`config.mk`:
```
export PLATFORM = sky130hd
export DESIGN_NAME = first_fit_block_allocator
export DESIGN_NICKNAME = d
export VERILOG_FILES = /design/src/rtl/ffba_pkg.sv /design/src/rtl/ffba_table.sv /design/src/rtl/first_fit_block_allocator.sv
export SDC_FILE = /design/constraint.sdc
export NUM_CORES = 2
export LEC_CHECK = 0
export BUFFER_PORTS_ARGS = -buffer_cell sky130_fd_sc_hd__buf_2
export CELL_PAD_IN_SITES_DETAIL_PLACEMENT = 0
export CELL_PAD_IN_SITES_GLOBAL_PLACEMENT = 2
export CORE_MARGIN = 2
export CORE_UTILIZATION = 40
export CTS_BUF_LIST = sky130_fd_sc_hd__clkbuf_16
export CTS_CLUSTER_SIZE = 28
export DETAILED_ROUTE_END_ITERATION = 8
export HOLD_SLACK_MARGIN = 0.1
export MAX_ROUTING_LAYER = met4
export PLACE_DENSITY = 0.72
export SYNTH_ARGS = -nofsm -noshare
export SYNTH_HDL_FRONTEND = slang
export SYNTH_SLANG_ARGS = --single-unit
export TNS_END_PERCENT = 5
```
`constraint.sdc`:
```
create_clock -name clk -period 9.1 [get_ports clk]
set_clock_uncertainty 0.15 [all_clocks]
set_input_delay 1.82 -clock clk [delete_from_list [all_inputs] [get_ports clk]]
set_output_delay 1.82 -clock clk [all_outputs]
set_load 0.05 [all_outputs]
```
`src/rtl/ffba_pkg.sv`:
```
// ----------------------------------------------------------------------------
// ffba_pkg: shared types and codes of the first-fit block allocator
// Payload beats, status codes and sequencer states.
// ----------------------------------------------------------------------------
`timescale 1ns / 1ps

package ffba_pkg;

  // Region size is tied to the 14-bit offset fields of the beats.
  localparam int REGION_BYTES = 16384;

  typedef struct packed {
    logic        op;
    logic [14:0] request_bytes;
    logic [13:0] payload_offset;
  } in_t;

  typedef struct packed {
    logic [13:0] granted_offset;
    logic [2:0]  status;
  } out_t;

  localparam logic OP_ALLOC = 1'b0;
  localparam logic OP_FREE  = 1'b1;

  localparam logic [2:0] STAT_OK      = 3'd0;
  localparam logic [2:0] STAT_ZERO    = 3'd1;
  localparam logic [2:0] STAT_NOFIT   = 3'd2;
  localparam logic [2:0] STAT_FULL    = 3'd3;
  localparam logic [2:0] STAT_UNKNOWN = 3'd4;

  typedef enum logic [3:0] {
    S_INIT,
    S_IDLE,
    S_SC_RD,
    S_SC_CHK,
    S_SH_CHK,
    S_SH_WR,
    S_WR_SPLIT,
    S_WR_MAIN,
    S_NX_RD,
    S_NX_CHK,
    S_PV_RD,
    S_PV_CHK,
    S_WR_CUR,
    S_DR_RD,
    S_DR_WR,
    S_FIN
  } state_t;

endpackage

```
`src/rtl/ffba_table.sv`:
```
// ----------------------------------------------------------------------------
// ffba_table: block table storage
// One write port and one read port with registered read data.
// ----------------------------------------------------------------------------
`timescale 1ns / 1ps

module ffba_table #(
  parameter int DEPTH = 64,
  parameter int WIDTH = 33
) (
  input  logic                     clk,
  input  logic                     we,
  input  logic [$clog2(DEPTH)-1:0] waddr,
  input  logic [WIDTH-1:0]         wdata,
  input  logic                     re,
  input  logic [$clog2(DEPTH)-1:0] raddr,
  output logic [WIDTH-1:0]         rdata
);

  logic [WIDTH-1:0] mem [DEPTH];

  always_ff @(posedge clk) begin
    if (we) begin
      mem[waddr] <= wdata;
    end
  end

  always_ff @(posedge clk) begin
    if (re) begin
      rdata <= mem[raddr];
    end
  end

endmodule

```
`src/rtl/first_fit_block_allocator.sv`:
```
// ----------------------------------------------------------------------------
// first_fit_block_allocator: first-fit heap allocator with coalescing
// Keeps an address-ordered block table in a single-port-write memory and
// walks it under a small sequencer for allocate and free requests.
// ----------------------------------------------------------------------------
// Sequence: a zero-size request goes straight to the result; otherwise the
//   sequencer scans table entries one by one, and a split or a merge moves
//   the later entries one at a time.
// Throughput: one request at a time; in_ready is low from acceptance until
//   the result beat is registered, and a stalled result holds the block.
// Reset: synchronous, active low; the init state seeds entry 0, then requests flow.
`timescale 1ns / 1ps

module first_fit_block_allocator #(
  parameter int HEADER_BYTES = 24,
  parameter int MAX_BLOCKS   = 64
) (
  input  logic          clk,
  input  logic          rst_n,
  input  logic          in_valid,
  output logic          in_ready,
  input  ffba_pkg::in_t in_data,
  output logic          out_valid,
  input  logic          out_ready,
  output ffba_pkg::out_t out_data
);

  // Offsets and sizes share one width: wide enough for the region and for
  // a request plus a header.
  localparam int RW = $clog2(ffba_pkg::REGION_BYTES + 1);
  localparam int DW = ((RW > 15) ? RW : 15) + 1;
  localparam int IW = $clog2(MAX_BLOCKS);
  localparam int CW = $clog2(MAX_BLOCKS + 1);
  localparam int EW = 2 * DW + 1;

  localparam logic [DW-1:0] HDR      = DW'(HEADER_BYTES);
  localparam logic [DW-1:0] INIT_LEN = DW'(ffba_pkg::REGION_BYTES - HEADER_BYTES);
  localparam logic [CW-1:0] CNT_MAX  = CW'(MAX_BLOCKS);

  ffba_pkg::state_t state_r, state_nxt;

  logic          op_r, op_nxt;
  logic [DW-1:0] req_r, req_nxt;
  logic [DW-1:0] off_r, off_nxt;
  logic [IW-1:0] idx_r, idx_nxt;
  logic [CW-1:0] j_r, j_nxt;
  logic [CW-1:0] cnt_r, cnt_nxt;
  logic [DW-1:0] cur_start_r, cur_start_nxt;
  logic [DW-1:0] cur_bytes_r, cur_bytes_nxt;
  logic          drop_ret_r, drop_ret_nxt;
  logic [2:0]    status_r, status_nxt;
  logic [13:0]   granted_r, granted_nxt;
  logic          out_valid_r, out_valid_nxt;
  ffba_pkg::out_t out_data_r, out_data_nxt;

  // Table port
  logic          we;
  logic [IW-1:0] waddr;
  logic [EW-1:0] wdata;
  logic          re;
  logic [IW-1:0] raddr;
  logic [EW-1:0] rdata;

  logic [DW-1:0] rd_start;
  logic [DW-1:0] rd_bytes;
  logic          rd_free;

  assign rd_free  = rdata[0];
  assign rd_bytes = rdata[DW:1];
  assign rd_start = rdata[2*DW:DW+1];

  ffba_table #(
    .DEPTH (MAX_BLOCKS),
    .WIDTH (EW)
  ) u_table (
    .clk   (clk),
    .we    (we),
    .waddr (waddr),
    .wdata (wdata),
    .re    (re),
    .raddr (raddr),
    .rdata (rdata)
  );

  assign in_ready  = (state_r == ffba_pkg::S_IDLE);
  assign out_valid = out_valid_r;
  assign out_data  = out_data_r;

  always_ff @(posedge clk) begin
    if (!rst_n) begin
      state_r     <= ffba_pkg::S_INIT;
      cnt_r       <= '0;
      out_valid_r <= 1'b0;
    end else begin
      state_r     <= state_nxt;
      cnt_r       <= cnt_nxt;
      out_valid_r <= out_valid_nxt;
    end
  end

  always_ff @(posedge clk) begin
    op_r        <= op_nxt;
    req_r       <= req_nxt;
    off_r       <= off_nxt;
    idx_r       <= idx_nxt;
    j_r         <= j_nxt;
    cur_start_r <= cur_start_nxt;
    cur_bytes_r <= cur_bytes_nxt;
    drop_ret_r  <= drop_ret_nxt;
    status_r    <= status_nxt;
    granted_r   <= granted_nxt;
    out_data_r  <= out_data_nxt;
  end

  always_comb begin
    state_nxt     = state_r;
    op_nxt        = op_r;
    req_nxt       = req_r;
    off_nxt       = off_r;
    idx_nxt       = idx_r;
    j_nxt         = j_r;
    cnt_nxt       = cnt_r;
    cur_start_nxt = cur_start_r;
    cur_bytes_nxt = cur_bytes_r;
    drop_ret_nxt  = drop_ret_r;
    status_nxt    = status_r;
    granted_nxt   = granted_r;
    out_valid_nxt = out_valid_r;
    out_data_nxt  = out_data_r;
    we    = 1'b0;
    waddr = idx_r;
    wdata = '0;
    re    = 1'b0;
    raddr = idx_r;

    // Drop the result beat once taken.
    if (out_valid_r && out_ready) begin
      out_valid_nxt = 1'b0;
    end

    unique case (state_r)
      ffba_pkg::S_INIT: begin
        // Seed entry 0 with one free block spanning the region.
        we        = 1'b1;
        waddr     = '0;
        wdata     = {DW'(0), INIT_LEN, 1'b1};
        cnt_nxt   = CW'(1);
        state_nxt = ffba_pkg::S_IDLE;
      end

      ffba_pkg::S_IDLE: begin
        if (in_valid) begin
          op_nxt      = in_data.op;
          req_nxt     = DW'(in_data.request_bytes);
          off_nxt     = DW'(in_data.payload_offset);
          idx_nxt     = '0;
          granted_nxt = '0;
          if (in_data.op == ffba_pkg::OP_ALLOC && in_data.request_bytes == '0) begin
            status_nxt = ffba_pkg::STAT_ZERO;
            state_nxt  = ffba_pkg::S_FIN;
          end else begin
            state_nxt = ffba_pkg::S_SC_RD;
          end
        end
      end

      ffba_pkg::S_SC_RD: begin
        re        = 1'b1;
        raddr     = idx_r;
        state_nxt = ffba_pkg::S_SC_CHK;
      end

      ffba_pkg::S_SC_CHK: begin
        cur_start_nxt = rd_start;
        cur_bytes_nxt = rd_bytes;
        if (op_r == ffba_pkg::OP_ALLOC) begin
          if (rd_free && rd_bytes >= req_r) begin
            if (rd_bytes > req_r + HDR) begin
              if (cnt_r == CNT_MAX) begin
                status_nxt = ffba_pkg::STAT_FULL;
                state_nxt  = ffba_pkg::S_FIN;
              end else begin
                j_nxt     = cnt_r;
                state_nxt = ffba_pkg::S_SH_CHK;
              end
            end else begin
              state_nxt = ffba_pkg::S_WR_MAIN;
            end
          end else if (CW'(idx_r) + CW'(1) < cnt_r) begin
            idx_nxt   = idx_r + IW'(1);
            state_nxt = ffba_pkg::S_SC_RD;
          end else begin
            status_nxt = ffba_pkg::STAT_NOFIT;
            state_nxt  = ffba_pkg::S_FIN;
          end
        end else begin
          if (rd_start + HDR == off_r) begin
            if (rd_free) begin
              status_nxt = ffba_pkg::STAT_UNKNOWN;
              state_nxt  = ffba_pkg::S_FIN;
            end else begin
              state_nxt = ffba_pkg::S_NX_RD;
            end
          end else if (CW'(idx_r) + CW'(1) < cnt_r) begin
            idx_nxt   = idx_r + IW'(1);
            state_nxt = ffba_pkg::S_SC_RD;
          end else begin
            status_nxt = ffba_pkg::STAT_UNKNOWN;
            state_nxt  = ffba_pkg::S_FIN;
          end
        end
      end

      // Open a hole at idx+1 by moving later entries up one at a time.
      ffba_pkg::S_SH_CHK: begin
        if (j_r > CW'(idx_r) + CW'(1)) begin
          re        = 1'b1;
          raddr     = IW'(j_r - CW'(1));
          state_nxt = ffba_pkg::S_SH_WR;
        end else begin
          state_nxt = ffba_pkg::S_WR_SPLIT;
        end
      end

      ffba_pkg::S_SH_WR: begin
        we        = 1'b1;
        waddr     = IW'(j_r);
        wdata     = rdata;
        j_nxt     = j_r - CW'(1);
        state_nxt = ffba_pkg::S_SH_CHK;
      end

      ffba_pkg::S_WR_SPLIT: begin
        we            = 1'b1;
        waddr         = idx_r + IW'(1);
        wdata         = {cur_start_r + HDR + req_r, cur_bytes_r - req_r - HDR, 1'b1};
        cur_bytes_nxt = req_r;
        cnt_nxt       = cnt_r + CW'(1);
        state_nxt     = ffba_pkg::S_WR_MAIN;
      end

      ffba_pkg::S_WR_MAIN: begin
        we          = 1'b1;
        waddr       = idx_r;
        wdata       = {cur_start_r, cur_bytes_r, 1'b0};
        granted_nxt = 14'(cur_start_r + HDR);
        status_nxt  = ffba_pkg::STAT_OK;
        state_nxt   = ffba_pkg::S_FIN;
      end

      // Merge with the following block when it is free.
      ffba_pkg::S_NX_RD: begin
        if (CW'(idx_r) + CW'(1) < cnt_r) begin
          re        = 1'b1;
          raddr     = idx_r + IW'(1);
          state_nxt = ffba_pkg::S_NX_CHK;
        end else begin
          state_nxt = ffba_pkg::S_PV_RD;
        end
      end

      ffba_pkg::S_NX_CHK: begin
        if (rd_free) begin
          cur_bytes_nxt = cur_bytes_r + HDR + rd_bytes;
          j_nxt         = CW'(idx_r) + CW'(1);
          drop_ret_nxt  = 1'b1;
          state_nxt     = ffba_pkg::S_DR_RD;
        end else begin
          state_nxt = ffba_pkg::S_PV_RD;
        end
      end

      // Merge into the preceding block when it is free.
      ffba_pkg::S_PV_RD: begin
        if (idx_r != '0) begin
          re        = 1'b1;
          raddr     = idx_r - IW'(1);
          state_nxt = ffba_pkg::S_PV_CHK;
        end else begin
          state_nxt = ffba_pkg::S_WR_CUR;
        end
      end

      ffba_pkg::S_PV_CHK: begin
        if (rd_free) begin
          we           = 1'b1;
          waddr        = idx_r - IW'(1);
          wdata        = {rd_start, rd_bytes + HDR + cur_bytes_r, 1'b1};
          j_nxt        = CW'(idx_r);
          drop_ret_nxt = 1'b0;
          state_nxt    = ffba_pkg::S_DR_RD;
        end else begin
          state_nxt = ffba_pkg::S_WR_CUR;
        end
      end

      ffba_pkg::S_WR_CUR: begin
        we         = 1'b1;
        waddr      = idx_r;
        wdata      = {cur_start_r, cur_bytes_r, 1'b1};
        status_nxt = ffba_pkg::STAT_OK;
        state_nxt  = ffba_pkg::S_FIN;
      end

      // Remove entry j by moving later entries down one at a time.
      ffba_pkg::S_DR_RD: begin
        if (j_r + CW'(1) < cnt_r) begin
          re        = 1'b1;
          raddr     = IW'(j_r + CW'(1));
          state_nxt = ffba_pkg::S_DR_WR;
        end else begin
          cnt_nxt = cnt_r - CW'(1);
          if (drop_ret_r) begin
            state_nxt = ffba_pkg::S_PV_RD;
          end else begin
            status_nxt = ffba_pkg::STAT_OK;
            state_nxt  = ffba_pkg::S_FIN;
          end
        end
      end

      ffba_pkg::S_DR_WR: begin
        we        = 1'b1;
        waddr     = IW'(j_r);
        wdata     = rdata;
        j_nxt     = j_r + CW'(1);
        state_nxt = ffba_pkg::S_DR_RD;
      end

      // Hold until the output register is free, then load the beat.
      ffba_pkg::S_FIN: begin
        if (!out_valid_r || out_ready) begin
          out_valid_nxt               = 1'b1;
          out_data_nxt.granted_offset = granted_r;
          out_data_nxt.status         = status_r;
          state_nxt                   = ffba_pkg::S_IDLE;
        end
      end
    endcase
  end

endmodule

```
# == Word-level counts from Yosys, hierarchy flattened ==
# Memory sizes are Yosys's and may differ from the RTL's. A register that Yosys moved wholly into a read port is not among the register bits.
# Index checks and enable logic that the tools add are counted.
# classes
add_sub_neg,17
order_cmp,5
eq_ne,35
mux,73
n_bitwise,1
reduce_logical,28
# ops
op,n
33-bit one-hot mux with 6 select lines,1
16-bit by 5-bit adder with 16-bit output (second input constant),4
4-bit one-hot mux with 15 select lines,1
6-bit two-way mux,9
3-bit two-way mux,17
7-bit two-way mux,7
16-bit one-hot mux with 3 select lines,1
6-bit one-hot mux with 4 select lines,2
4-bit two-way mux,9
7-bit one-hot mux with 5 select lines,1
33-bit two-way mux,1
16-bit adder,2
4-bit equality test (second input constant),8
14-bit one-hot mux with 2 select lines,1
7-bit one-hot mux with 3 select lines,1
15-bit by 5-bit adder with 16-bit output (second input constant),1
16-bit by 15-bit adder with 16-bit output,1
16-bit by 14-bit equality test with 1-bit output,1
4-bit by 3-bit equality test with 1-bit output (second input constant),4
16-bit by 15-bit greater-or-equal comparator with 1-bit output,1
16-bit > comparator,1
16-bit two-way mux,1
2-bit inequality test (second input constant),8
4-bit inequality test (second input constant),4
40 further kinds,72
# totals
regBits,122
ramBits,2112
input_bits,34
out_inout_bits,19
elab_cells,175
n_memories,1
# memory_table
memory,words,width,read_ports,rd_clocked_by_memory_dff,write_ports,line_no,text
u_table.mem,64,33,1,1,1,ffba_table.sv:20,logic [WIDTH-1:0] mem [DEPTH];

# == Longest topological paths before layout ==
# logic_depth
ltp_word,6
mapped_depth,21
mapped_depth_nobuf,17

# == By module ==
# From an unflattened synthesis, not the netlist that was laid out.
# unflattened
hier_cells,4915
hier_area_um2,93039.2
# by_module_without_submodules
mod,n_inst,cells_each,area_per_inst_um2,seq_area_each_um2
ffba_table,1,3644,81797.2,64411.8
first_fit_block_allocator,1,1271,11242.0,3543.4

# == Worst setup path before layout ==
# Ideal clock, no wire load.
# synth_path
path_kind,register -> register
startpoint,reg req_r[2]
endpoint,"mem u_table.mem[0][15], data pin"
setup_time_ps,701
arrival_ps,5357
required_time_ps,8249
slack_ps,2891
path_stages_with_launch,15
n_path_buf,0
synth_period_minus_slack_ps,6209
cell_sequence,edfxtp_1 > inv_1 > ha_1 > ha_1 > a21o_1 > a21o_1 > a21o_1 > a21oi_1 > o21bai_1 > a211o_1 > a2111oi_0 > nor3_1 > a31oi_1 > xor2_1 > o21ai_0
# synth_via
elab_chain_cells,3
# synth_lines
element,line_no,text
start: declaration,first_fit_block_allocator.sv:43,"logic [DW-1:0] req_r, req_nxt;"
start signal: assignment,first_fit_block_allocator.sv:103,req_r <= req_nxt;
16-bit by 15-bit subtractor with 16-bit output,first_fit_block_allocator.sv:236,"wdata = {cur_start_r + HDR + req_r, cur_bytes_r - req_r - HDR, 1'b1};"
16-bit by 5-bit subtractor with 16-bit output,first_fit_block_allocator.sv:236,
33-bit one-hot mux with 6 select lines,first_fit_block_allocator.sv:141,unique case (state_r)
via u_table.wdata[15],ffba_table.sv:14,"input logic [WIDTH-1:0] wdata,"
end: declaration,ffba_table.sv:20,
# The timed path passes the listed nets, and every way through them passes these cells.

# == Final worst setup path ==
# layout_path
startpoint,reg idx_r[0]
endpoint,"reg u_table.rdata[14] (read register of u_table.mem), data pin"
# layout_via
elab_chain_cells,4
elab_cells_between_ends,15
classes_between,add/sub (3); order compare (2); mux (9); reduce/logical (1)
# layout_lines
element,line_no,text
start: declaration,first_fit_block_allocator.sv:45,"logic [IW-1:0] idx_r, idx_nxt;"
start signal: assignment,first_fit_block_allocator.sv:105,idx_r <= idx_nxt;
6-bit by 1-bit adder with 7-bit output,"first_fit_block_allocator.sv:216, first_fit_block_allocator.sv:253",
7-bit < comparator / 7-bit > comparator (equally long branches),"first_fit_block_allocator.sv:253, first_fit_block_allocator.sv:216",
"1-bit two-way mux, or another cell as far along",first_fit_block_allocator.sv:253,if (CW'(idx_r) + CW'(1) < cnt_r) begin
1-bit one-hot mux with 5 select lines / 6-bit one-hot mux with 4 select lines (equally long branches),first_fit_block_allocator.sv:141,
end: declaration,ffba_table.sv:17,output logic [WIDTH-1:0] rdata
# Parallel ways exist; a longest one is shown, timed or not.
# A chain may end at the register's enable or synchronous reset.

==> results.ini <==
[timing]
final-hold-violation-count=0
setup_viol=0
finalCritPeriodShare_pct=88.7
rsz0062_at_grt=no
final-max-slew-violation-count=0
final_min_period_ns=8.07
setup_tns_ns=0
timing.slew.headroom_pct=14.2
fmax_mhz=124
tightest_slew_ns=1.29

[synth]
ys_warn_count=0
yosysUniqueCellTypes=85
sequential_share_of_the_synthesized_area_pct=71.5
synth-edff-count=2255
postSynthAreaPerCell_um2=12.8
most_used_flip_flop_cell_after_synthesis=sky130_fd_sc_hd__edfxtp_1
ys_top_cells_by_area=sky130_fd_sc_hd__edfxtp_1 (71%), sky130_fd_sc_hd__nand2_1 (7.1%), sky130_fd_sc_hd__nand3_1 (4.3%), sky130_fd_sc_hd__ha_1 (1.7%), sky130_fd_sc_hd__a211oi_1 (1.6%)
synthDominantCellAreaShare_pct=71.3
synth_area_um2=95000
synthCells=7397
synthesis.nets=7567
synth_register_bits=2267
synth-async-reset-ratio_pct=0
yosys.area.top_type=sky130_fd_sc_hd__edfxtp_1

[cells_and_area]
multi_input_area_um2=25600
fin_nets=7587
sequential_cell_area_um2=68000
drive_gt1_share_pct=9.61
layout.core_utilization_pct=45.6
final-instance-count-excl-fill=10800
final.fill_count=21100
syn_to_final_growth_pct=13.1

[critical_path]
timing.critical_path.required_ns=9.53
crit_chain=ha_1 > nand3_1 > xnor2_1 > inv_1 > ha_1 > a211o_1 > a211oi_2 > a21oi_1 > o211a_2 > o221ai_4 > nand2_8 > buf_12 > buf_4 > a211oi_1 > a31oi_1 > a22oi_1 > nand4_1 > or3_1
critical-path-max-stage-delay_ns=0.77
crit_top_cell=sky130_fd_sc_hd__ha_1
worstPathMaxFanout=106
timing.critical_path.to_type=register
worstPathArrival_ns=8.50
critPathSlowestCell=sky130_fd_sc_hd__o221ai_4
r2r_slack_ns=1.03
worst_setup_path_start_kind=register
setup.worst_path.class=reg -> reg

[detailed_routing]
detailedRoute.firstIterationViolations=7111
wl_mm=315
drt_pass1_iterations=6
drt-wirelength-per-cell_um=29.1
drc=0
vias_per_cell=5.79
vias=62800
postRouteAntennaNets=0

[placement]
gp_routability_congestion=0.872
placed_cells_incl_taps=10300
post-dp-hpwl_mm=174
port_buffers=52

[power]
vdd_drop_max_v=0.000194
p_leak_nw=35.8
total_power_mw=22.1
total_power_per_unit_cell_area_nw_per_um2=206

[floorplanning]
initial_core_util_pct=40.3
std_cell_rows=178
width_of_the_die_um=491
num_io_pins=53
die_height_um=491
die_area_um2=242000
core-area_um2=236000

[outcome]
result_of_the_run=complete, no violations

[cts]
tritoncts=yes
numClockSinks=2267
htreeDepth=4
ctsRootBufferMaster=sky130_fd_sc_hd__clkbuf_16
worst_setup_hold_path_clk_slew_ns=0.06
post-cts-setup-buffers=0
tritoncts.num_buffers=234
cts-resized-gates=0
cts_buffer_depth=3
worst_skew_pair.late_latency_ns=0.89
cts-hold-fix-buffers=0

[global_routing]
maximum_number_of_pins_on_one_net_before_global_route_repair=137
grt_pass1_wl_mm=447
gr-total-overflow=0
vias_in_the_first_global_route=59700
initial_antenna_violation_count=21
grt.total_usage_pct=26.3

[flow_run]
maxCapViolCount=0

[worst_hold_path]
classification_of_the_worst_slack_hold_path=reg -> reg

## worst max-delay path, delay by kind of cell, from the launching register on
kind	cells	cell delay [ns]
buffers and inverters	3	1.11
AOI/OAI and AO/OA	8	2.45
adders and majority gates	2	0.67
and+or+nand+nor	4	2.16
DFF	1	0.59
xor gates and xnor gates	1	0.35
## kinds of logic (layout without fill, tap and decap cells)
family | count (synthesis) | count (layout) | share of synthesized area [%]
flops | 2267 | 2267 | 71.5
xor+xnor | 103 | 103 | 0.949
other cells | 0 | 76 | 0
compound gates | 1005 | 1005 | 7.39
buf+inv | 586 | 798 | 2.57
simple gates | 3238 | 3238 | 15.1
mux | 62 | 62 | 0.657
fa+ha+maj | 136 | 136 | 1.82
## synth_stat cells, types with 34 or more instances
master	instances
sky130_fd_sc_hd__a211oi_1	203
sky130_fd_sc_hd__a21oi_1	130
sky130_fd_sc_hd__a22oi_1	66
sky130_fd_sc_hd__a311oi_1	128
sky130_fd_sc_hd__a31oi_1	204
sky130_fd_sc_hd__and3_1	220
sky130_fd_sc_hd__buf_1	47
sky130_fd_sc_hd__buf_2	143
sky130_fd_sc_hd__clkbuf_1	274
sky130_fd_sc_hd__edfxtp_1	2255
sky130_fd_sc_hd__ha_1	132
sky130_fd_sc_hd__inv_1	109
sky130_fd_sc_hd__mux2i_1	59
sky130_fd_sc_hd__nand2_1	1798
sky130_fd_sc_hd__nand3_1	820
sky130_fd_sc_hd__nand4_1	72
sky130_fd_sc_hd__nor2_1	160
sky130_fd_sc_hd__o21ai_0	113
sky130_fd_sc_hd__or3_1	42
sky130_fd_sc_hd__xnor2_1	69
sky130_fd_sc_hd__xor2_1	34
## worst paths after layout
| path | cells after the start | startpoint | to |
|---|---|---|---|
| hold / removal | 0 | granted_r[5]$_SDFFCE_PN0P_ | out_data[8]$_DFFE_PP_ |
| setup reg to reg | 18 | idx_r[0]$_SDFFCE_PN0P_ | u_table.rdata[14]$_DFFE_PP_ |
| setup / recovery | 18 | idx_r[0]$_SDFFCE_PN0P_ | u_table.rdata[14]$_DFFE_PP_ |
| hold reg to reg | 0 | granted_r[5]$_SDFFCE_PN0P_ | out_data[8]$_DFFE_PP_ |
## flip-flops by register name, indices dropped and copies added (netlist names), 14 cells and up
register,flops
req_r,15
off_r,14
u_table.rdata,33
u_table.mem,2112
out_data,17
granted_r,14
cur_bytes_r,16
cur_start_r,16
## through the flow
| stage | hold WS [ns] | setup WS (ns) | instance area (um^2) |
|---|---|---|---|
| floorplan | 0.250 | 2.89 | 95000 |
| global route | 0.275 | 0.698 | 108000 |
| global placement | 0.253 | 1.45 | 99900 |
| finish | 0.271 | 1.03 | 108000 |
| CTS | 0.270 | 1.34 | 107000 |
| detailed placement | 0.257 | 1.38 | 99900 |
## final cells by class
cell class	count	share of cell area, %
clock buffer	237	5.52
antenna	76	0.177
tap	3150	3.67
sequential	2267	63.2
timing repair buffer	260	1.88
multi-input combinational	4544	23.8
inverter	110	0.384
clock inverter	191	1.37
## where the power goes
part	switching, mW	internal (mW)	total, mW
clock	4.11	5.16	9.27
combinational	0.909	0.325	1.23
sequential	0.0573	11.5	11.6
total	5.07	17.0	22.1
## routing by layer
metal | routed length [um] | track usage (%) | vias to the layer above
li1 | - | - | 27800
met1 | 137000 | 36.3 | 32300
met2 | 149000 | 40.8 | 2327
met3 | 20800 | 3.29 | 390
met4 | 8840 | 8.02 | 0
met5 | 0 | - | -
## placed cells by master, fill, tap and decap left out, types with 20 or more instances in the layout
cell and instances:
sky130_fd_sc_hd__nand2_1 1794, sky130_fd_sc_hd__nand4_1 72, sky130_fd_sc_hd__clkbuf_16 237, sky130_fd_sc_hd__a22oi_1 66, sky130_fd_sc_hd__buf_2 52, sky130_fd_sc_hd__xor2_1 34
sky130_fd_sc_hd__clkinv_2 47, sky130_fd_sc_hd__clkinv_1 65, sky130_fd_sc_hd__nor2_4 72, sky130_fd_sc_hd__xnor2_1 69, sky130_fd_sc_hd__nor3_1 29, sky130_fd_sc_hd__diode_2 76
sky130_fd_sc_hd__o21ai_4 20, sky130_fd_sc_hd__nor2_1 86, sky130_fd_sc_hd__nand3_1 820, sky130_fd_sc_hd__a311oi_1 128, sky130_fd_sc_hd__buf_4 192, sky130_fd_sc_hd__ha_1 132
sky130_fd_sc_hd__a31oi_1 204, sky130_fd_sc_hd__a21oi_1 130, sky130_fd_sc_hd__or3_1 41, sky130_fd_sc_hd__inv_1 150, sky130_fd_sc_hd__a21o_1 23, sky130_fd_sc_hd__o21ai_0 93
sky130_fd_sc_hd__mux2i_1 59, sky130_fd_sc_hd__edfxtp_1 2255, sky130_fd_sc_hd__and3_1 220, sky130_fd_sc_hd__a211oi_1 202
Power figures use the tool's default switching activity.
